$ cat src/hdl/rims_pkg.sv
// Package for the RGB indicator mode sequencer: modes, opcodes, command record,
// fixed system event commands and the pin byte encoder.
// No dependencies.
`default_nettype none

package rims_pkg;

  typedef enum logic [1:0] {
    MODE_STATIC = 2'd0,
    MODE_BLINK  = 2'd1,
    MODE_PULSE  = 2'd2,
    MODE_OFF    = 2'd3
  } mode_e;

  typedef enum logic [1:0] {
    OP_TICK    = 2'd0,
    OP_CMD     = 2'd1,
    OP_EVENT   = 2'd2,
    OP_RELEASE = 2'd3
  } opcode_e;

  typedef enum logic [1:0] {
    EV_NO_CREDS     = 2'd0,
    EV_CONNECTED    = 2'd1,
    EV_DISCONNECTED = 2'd2,
    EV_HEALTH_ALERT = 2'd3
  } event_e;

  typedef enum logic [1:0] {
    CFG_RED_BIT      = 2'd0,
    CFG_GREEN_BIT    = 2'd1,
    CFG_BLUE_BIT     = 2'd2,
    CFG_COMMON_ANODE = 2'd3
  } cfg_idx_e;

  localparam logic [7:0] LitThreshold    = 8'd127;
  localparam logic [7:0] FullLevel       = 8'd255;
  localparam logic [2:0] GreenFlashLimit = 3'd6;

  typedef struct packed {
    mode_e       mode;
    logic [7:0]  red;
    logic [7:0]  green;
    logic [7:0]  blue;
    logic [31:0] period;
    logic        manual;
  } cmd_t;

  typedef struct packed {
    logic [2:0] red_bit;
    logic [2:0] green_bit;
    logic [2:0] blue_bit;
    logic       common_anode;
  } cfg_t;

  // Fixed command behind each system event; never manual.
  function automatic cmd_t event_cmd(input event_e id);
    cmd_t c;
    unique case (id)
      EV_NO_CREDS:     c = '{MODE_PULSE,  8'd255, 8'd162, 8'd0, 32'd3000, 1'b0};
      EV_CONNECTED:    c = '{MODE_BLINK,  8'd0,   8'd255, 8'd0, 32'd300,  1'b0};
      EV_DISCONNECTED: c = '{MODE_STATIC, 8'd255, 8'd0,   8'd0, 32'd0,    1'b0};
      EV_HEALTH_ALERT: c = '{MODE_BLINK,  8'd255, 8'd0,   8'd0, 32'd150,  1'b0};
      default:         c = '{MODE_OFF,    8'd0,   8'd0,   8'd0, 32'd0,    1'b0};
    endcase
    return c;
  endfunction

  // OR the three channel bits into one byte; polarity follows common anode.
  function automatic logic [7:0] pin_byte(input cfg_t cfg, input logic lit_r,
                                          input logic lit_g, input logic lit_b);
    logic [7:0] v;
    v = 8'd0;
    if (lit_r ^ cfg.common_anode) v = v | (8'd1 << cfg.red_bit);
    if (lit_g ^ cfg.common_anode) v = v | (8'd1 << cfg.green_bit);
    if (lit_b ^ cfg.common_anode) v = v | (8'd1 << cfg.blue_bit);
    return v;
  endfunction

endpackage

`default_nettype wire

$ cat src/hdl/rgb_indicator_mode_sequencer.sv
// RGB indicator mode sequencer: input register, one pass of effect logic, result register.
// Depends on rims_pkg.
// A beat held in the input register gives its pin byte (if any) in the result register when the pass fires.
// Throughput: one beat per cycle; the input register frees as the effect pass fires, which
// waits only while a held pin byte is not taken on out_ready_i.
// Reset (async, active low) clears valid flags and all effect state; pin map resets to 0/1/2.
`default_nettype none

module rgb_indicator_mode_sequencer
  import rims_pkg::*;
(
  input  wire logic        clk_i,
  input  wire logic        rst_ni,
  // configuration write port
  input  wire logic        cfg_we_i,
  input  wire logic [1:0]  cfg_idx_i,
  input  wire logic [2:0]  cfg_wdata_i,
  // input beats
  input  wire logic        in_valid_i,
  output logic             in_ready_o,
  input  wire logic [1:0]  opcode_i,
  input  wire logic [1:0]  event_id_i,
  input  wire logic [1:0]  mode_i,
  input  wire logic [7:0]  red_i,
  input  wire logic [7:0]  green_i,
  input  wire logic [7:0]  blue_i,
  input  wire logic [31:0] blink_period_i,
  input  wire logic        manual_i,
  // result beats
  output logic             out_valid_o,
  input  wire logic        out_ready_i,
  output logic [7:0]       pin_byte_o
);

  typedef struct packed {
    opcode_e opcode;
    event_e  event_id;
    cmd_t    cmd;
  } in_beat_t;

  // configuration
  cfg_t cfg_q;

  // input register
  logic     in_valid_q;
  in_beat_t in_q;

  // effect state
  cmd_t        active_q, active_d;
  logic        phase_q, phase_d;
  logic [2:0]  toggle_q, toggle_d;
  logic [31:0] elapsed_q, elapsed_d;
  logic        override_q, override_d;
  cmd_t        saved_q, saved_d;

  // result register
  logic       out_valid_q;
  logic [7:0] pin_q;

  logic       out_free;
  logic       fire;
  logic       emit;
  logic [7:0] emit_byte;

  // The result slot is free when empty or being drained this cycle.
  assign out_free   = !out_valid_q || out_ready_i;
  assign fire       = in_valid_q && out_free;
  // Take a new beat when the input register is empty or the held one moves on.
  assign in_ready_o = !in_valid_q || fire;

  assign out_valid_o = out_valid_q;
  assign pin_byte_o  = pin_q;

  always_ff @(posedge clk_i or negedge rst_ni) begin
    if (!rst_ni) begin
      cfg_q <= '{3'd0, 3'd1, 3'd2, 1'b0};
    end else if (cfg_we_i) begin
      unique case (cfg_idx_e'(cfg_idx_i))
        CFG_RED_BIT:      cfg_q.red_bit      <= cfg_wdata_i;
        CFG_GREEN_BIT:    cfg_q.green_bit    <= cfg_wdata_i;
        CFG_BLUE_BIT:     cfg_q.blue_bit     <= cfg_wdata_i;
        CFG_COMMON_ANODE: cfg_q.common_anode <= cfg_wdata_i[0];
        default:          cfg_q              <= cfg_q;
      endcase
    end
  end

  // Input register: hold the beat until the effect pass consumes it.
  always_ff @(posedge clk_i or negedge rst_ni) begin
    if (!rst_ni) begin
      in_valid_q <= 1'b0;
    end else if (in_ready_o) begin
      in_valid_q <= in_valid_i;
    end
  end

  always_ff @(posedge clk_i) begin
    if (in_valid_i && in_ready_o) begin
      in_q <= '{opcode_e'(opcode_i), event_e'(event_id_i),
                '{mode_e'(mode_i), red_i, green_i, blue_i, blink_period_i, manual_i}};
    end
  end

  // Effect pass: apply a command, event or release, or count a tick, then run one effect step.
  always_comb begin
    cmd_t c;
    logic apply;
    logic run_step;
    c          = in_q.cmd;
    apply      = 1'b0;
    run_step   = 1'b0;
    active_d   = active_q;
    phase_d    = phase_q;
    toggle_d   = toggle_q;
    elapsed_d  = elapsed_q;
    override_d = override_q;
    saved_d    = saved_q;
    emit       = 1'b0;
    emit_byte  = 8'd0;

    unique case (in_q.opcode)
      OP_TICK: begin
        // Saturate instead of wrapping on a very long wait.
        elapsed_d = (elapsed_q == '1) ? elapsed_q : elapsed_q + 32'd1;
        run_step  = 1'b1;
      end
      OP_CMD: begin
        apply = 1'b1;
      end
      OP_EVENT: begin
        // Drop system events while the user holds the override.
        if (!override_q) begin
          c       = event_cmd(in_q.event_id);
          saved_d = c;
          apply   = 1'b1;
        end
      end
      OP_RELEASE: begin
        c     = saved_q;
        apply = 1'b1;
      end
      default: begin
        apply = 1'b0;
      end
    endcase

    if (apply) begin
      active_d   = c;
      override_d = c.manual;
      phase_d    = 1'b1;
      toggle_d   = 3'd0;
      elapsed_d  = 32'd0;
      unique case (c.mode)
        MODE_STATIC: begin
          emit      = 1'b1;
          emit_byte = pin_byte(cfg_q, c.red > LitThreshold, c.green > LitThreshold,
                               c.blue > LitThreshold);
        end
        MODE_OFF: begin
          emit      = 1'b1;
          emit_byte = pin_byte(cfg_q, 1'b0, 1'b0, 1'b0);
        end
        default: run_step = 1'b1;
      endcase
    end

    if (run_step && (active_d.mode == MODE_BLINK || active_d.mode == MODE_PULSE)) begin
      if (active_d.period == 32'd0) begin
        active_d.mode = MODE_OFF;
      end else if (elapsed_d >= (active_d.period >> 1)) begin
        elapsed_d = 32'd0;
        phase_d   = !phase_d;
        emit      = 1'b1;
        if (!active_d.manual && active_d.green == FullLevel) begin
          // Green flash: six toggles of green alone, then go dark.
          if (toggle_d < GreenFlashLimit) begin
            emit_byte = pin_byte(cfg_q, 1'b0, phase_d, 1'b0);
            toggle_d  = toggle_d + 3'd1;
          end else begin
            active_d.mode = MODE_OFF;
            emit_byte     = pin_byte(cfg_q, 1'b0, 1'b0, 1'b0);
          end
        end else if (phase_d) begin
          emit_byte = pin_byte(cfg_q, active_d.red > LitThreshold,
                               active_d.green > LitThreshold, active_d.blue > LitThreshold);
        end else begin
          emit_byte = pin_byte(cfg_q, 1'b0, 1'b0, 1'b0);
        end
      end
    end
  end

  // Effect state advances only when the pass fires.
  always_ff @(posedge clk_i or negedge rst_ni) begin
    if (!rst_ni) begin
      active_q   <= '{MODE_OFF, 8'd0, 8'd0, 8'd0, 32'd0, 1'b0};
      phase_q    <= 1'b0;
      toggle_q   <= 3'd0;
      elapsed_q  <= 32'd0;
      override_q <= 1'b0;
      saved_q    <= '{MODE_STATIC, 8'd0, 8'd0, 8'd0, 32'd0, 1'b0};
    end else if (fire) begin
      active_q   <= active_d;
      phase_q    <= phase_d;
      toggle_q   <= toggle_d;
      elapsed_q  <= elapsed_d;
      override_q <= override_d;
      saved_q    <= saved_d;
    end
  end

  // Result register: load on a firing pass, clear once the beat is taken.
  always_ff @(posedge clk_i or negedge rst_ni) begin
    if (!rst_ni) begin
      out_valid_q <= 1'b0;
    end else if (fire) begin
      out_valid_q <= emit;
    end else if (out_ready_i) begin
      out_valid_q <= 1'b0;
    end
  end

  always_ff @(posedge clk_i) begin
    if (fire && emit) begin
      pin_q <= emit_byte;
    end
  end

  // Assertions
  a_toggle_bound: assert property (@(posedge clk_i) disable iff (!rst_ni)
    toggle_q <= GreenFlashLimit)
    else $error("green flash count ran past its limit");

  a_no_zero_period_effect: assert property (@(posedge clk_i) disable iff (!rst_ni)
    !((active_q.mode == MODE_BLINK || active_q.mode == MODE_PULSE) &&
      active_q.period == 32'd0))
    else $error("blink or pulse left active with a zero period");

  a_release_clears: assert property (@(posedge clk_i) disable iff (!rst_ni)
    (fire && in_q.opcode == OP_RELEASE) |=> !override_q)
    else $error("release did not clear the override");

  a_cmd_override: assert property (@(posedge clk_i) disable iff (!rst_ni)
    (fire && in_q.opcode == OP_CMD) |=> (override_q == $past(in_q.cmd.manual)))
    else $error("override does not follow the command's manual flag");

endmodule

`default_nettype wire

$ cat config.mk
export PLATFORM = sky130hd
export DESIGN_NAME = rgb_indicator_mode_sequencer
export DESIGN_NICKNAME = d
export VERILOG_FILES = /design/src/hdl/rims_pkg.sv /design/src/hdl/rgb_indicator_mode_sequencer.sv
export SDC_FILE = /design/constraint.sdc
export NUM_CORES = 1
export LEC_CHECK = 0
export ABC_AREA = 1
export BUFFER_PORTS_ARGS = -buffer_cell sky130_fd_sc_hd__buf_4
export CORE_AREA = 2 2 131 133
export CTS_CLUSTER_SIZE = 40
export DETAILED_ROUTE_END_ITERATION = 8
export DIE_AREA = 0 0 133 135
export MAX_ROUTING_LAYER = met4
export PLACE_DENSITY = 0.93
export SETUP_SLACK_MARGIN = 0.15
export SLEW_MARGIN = 20
export SYNTH_ARGS = -nofsm -noshare
export SYNTH_HDL_FRONTEND = slang
export SYNTH_SLANG_ARGS = --single-unit
$ cat constraint.sdc
create_clock -name clk_i -period 5.6 [get_ports clk_i]
set_input_delay 0.28 -clock clk_i [delete_from_list [all_inputs] [get_ports clk_i]]
set_output_delay 0.28 -clock clk_i [all_outputs]
set_load 0.01 [all_outputs]
==> flow_metrics.tcl <==
set metrics [dict create \
    drc 0 \
    final_common_cell "nand2_1" \
    crit_type "reg -> reg" \
    yosysSeqAreaShare_pct 40.96 \
    layout-drive-gt1-share_pct 13.08 \
    path_max_fanout 14 \
    arrival_ns 4.55 \
    fmax_mhz 227.2 \
    vdd_ir_drop_max_mv 0.2750 \
    start_util_pct 63.16 \
    vias_per_cell 5.890 \
    dp_slack_ns 1.294 \
    path_clk_slew_ns 0.07 \
    startpoint_type "register" \
    gp_congestion 0.9601 \
    grt_pass1_wl_mm 43.66 \
    core_um2 16410 \
    required_ns 5.75 \
    post_cts_buffers 0 \
    fin_tns_setup_ns 0 \
    crit_path_top_delay_cell "dfrtp_1" \
    port_buffers 68 \
    ys.flop_type "dfrtp_1" \
    num_antenna_cells 0 \
    grt_overflow_total 0 \
    die_height_um 135 \
    wl_per_cell_um 16.03 \
    syn_to_final_growth_pct 11.81 \
    rows 47 \
    end_kind "register" \
    cts_sinks 158 \
    ys_ff_latch 158 \
    die_x_um 133 \
    setup_ws_ns 1.198 \
    finalCriticalPeriod_ns 4.402 \
    crit_buf_inv 4 \
    final_cell_mix "nand2_1, inv_1, dfrtp_1" \
    slew_headroom_pct 36.02 \
    multiInputGateArea_um2 4925 \
    status "completed" \
    synth-edff-count 57 \
    dpl.hpwl_mm 18.62 \
    antenna_found_initial 0 \
    synth_warnings 0 \
    maxSlewViolCount 0 \
    max_stage_delay_ns 0.42 \
    routed_wl_mm 26.56 \
    setup_viol 0 \
    dieArea_um2 17960 \
    cp_common_cell "nand2_1" \
    clock_skew_ns 0.01114 \
    power.density_nw_per_um2 377.6 \
    htreeDepth 4 \
    seq_area_um2 4244 \
    path_delay_family "simple AND/OR/NAND/NOR gates" \
    final_hold_viol_count 0 \
    syn_inst 1373 \
    n_fill_cell 1195 \
    insertion_delay_ns 0.44 \
    grt_start_max_net_pins 73 \
    detail-route-antenna-nets 0 \
    cap_violations 0 \
    numCtsBuffers 17 \
    syn_nets 1486 \
    ys_types 52 \
    worst_pin_slew_ns 0.9597 \
    nNetsFinal 1537 \
    grt_pass1_vias 9060 \
    cts_buffer_depth 2 \
    rsz0062_at_grt "no" \
    ys_async_sr_fraction_pct 63.92 \
    pin_count 83 \
    avgSynthCellArea_um2 7.547 \
    r2r_setup_slack_ns 1.20 \
    p_leak_nw 5.364 \
    vias 9760 \
    min_path_type "in -> reg" \
    syn_area_um2 10360 \
    drt-initial-drc-count 1099 \
    cts_root_buf "clkbuf_16" \
    track_usage_pct 31.34 \
    drt_first_pass_iters 6 \
    finalCritPeriodShare_pct 78.60 \
    cts_tree "yes" \
]
## flip-flops by register name, indices dropped and copies added (netlist names)
signal	flops
in_q	49
active_q	45
elapsed_q	32
cfg_q	10
pin_byte_o	8
saved_q	7
toggle_q	3
in_valid_q	1
out_valid_o	1
override_q	1
phase_q	1
## kinds of logic after synthesis
kind of cell / Yosys count / share of synthesized area (%)
flops: 158 / 40.96
xor+xnor: 17 / 1.509
fa+ha+maj: 40 / 4.830
buf+inv: 296 / 11.57
simple gates: 592 / 24.86
compound gates: 270 / 16.28
## worst paths after layout
check                                  start            end  cells past startpoint
worst max-delay path            elapsed_q[1]  pin_byte_o[1]                     26
worst min-delay path                red_i[7]       in_q[56]                      1
worst max register to register  elapsed_q[1]  pin_byte_o[1]                     26
worst min register to register   saved_q[55]    saved_q[55]                      2
max in group asynchronous             rst_ni       cfg_q[1]                      3
min in group asynchronous             rst_ni   active_q[30]                      2
## per-layer routing
layer	up-vias	routed length (µm)	share of wire (%)	global-route usage, %
met5	-	0	0	-
met4	0	803	3.0	12.37
met3	85	2280	8.6	5.105
met2	538	12300	46	48.22
met1	4518	11180	42	41.97
li1	4619	-	-	-
## final cells by class
cell class | instances | area share, %
multi-input cells | 919 | 42.51
flip-flops and latches | 158 | 36.63
inverters | 249 | 8.089
repair buffers | 79 | 5.140
clock buffers | 19 | 3.737
well taps | 220 | 2.376
clock inverters | 13 | 1.523
## Yosys cell counts (all sizes together) (5+ instances only)
master    n  area (µm²)
a21oi    48       247.7
buf      25       178.9
clkbuf   22       82.58
clkinv    6       22.52
dfrtp    97        2427
edfxtp   57        1712
ha       40       500.5
inv     243       914.6
nand2   318        1234
nand3    83       420.4
nand3b    5       37.54
nand4    17       106.4
nor2    103       421.7
nor3     50       255.3
nor4      5       31.28
o211ai   10       75.07
o21ai   130       669.4
o22ai    52       450.4
or2      10       62.56
xor2     17       156.4
## report_power, final
group	switching (mW)	internal, mW	total (mW)
logic	1.02	0.488	1.51
registers	0.174	1.47	1.64
clock network	0.512	0.714	1.23
## worst register-to-register path, stage by stage, from the launching register on
cell,delay [ns]
dfrtp_1,0.42
ha_1,0.22
inv_1,0.13
nor2_1,0.08
nand2_1,0.06
nor2_1,0.05
nand4_1,0.10
nand2_1,0.16
nor2_1,0.26
nand2_1,0.18
nor2_1,0.31
a21oi_1,0.10
o21ai_0,0.15
inv_1,0.08
ha_1,0.28
inv_1,0.05
o31a_1,0.27
nand2_1,0.07
nand2_1,0.05
nand2_1,0.06
nand2_1,0.05
nand2_1,0.06
nand2_1,0.06
nand2_2,0.15
nand2_4,0.16
a21oi_1,0.31
buf_4,0.23
## stage by stage
stage               hold slack [ns]  area [µm²]  utilization, %  cells  total power, mW
finish                     0.009727       11590           70.62   1657            4.375
global route               0.008931       11590           70.62   1657            4.613
CTS                        0.009508       11590           70.62   1657            4.333
floorplan                  -0.01559       10360               -   1373            2.734
detailed placement           0.2333       10970           66.84   1624            3.106
global placement             0.2379       10970           66.84   1624            3.038
## timing repair
action	in CTS	in global routing
hold buffers	1	0
setup endpoints to repair	0	0
resized for setup	0	0
endpoints found under the hold margin	29	0
No activity file was read; power rests on OpenSTA's default activity.
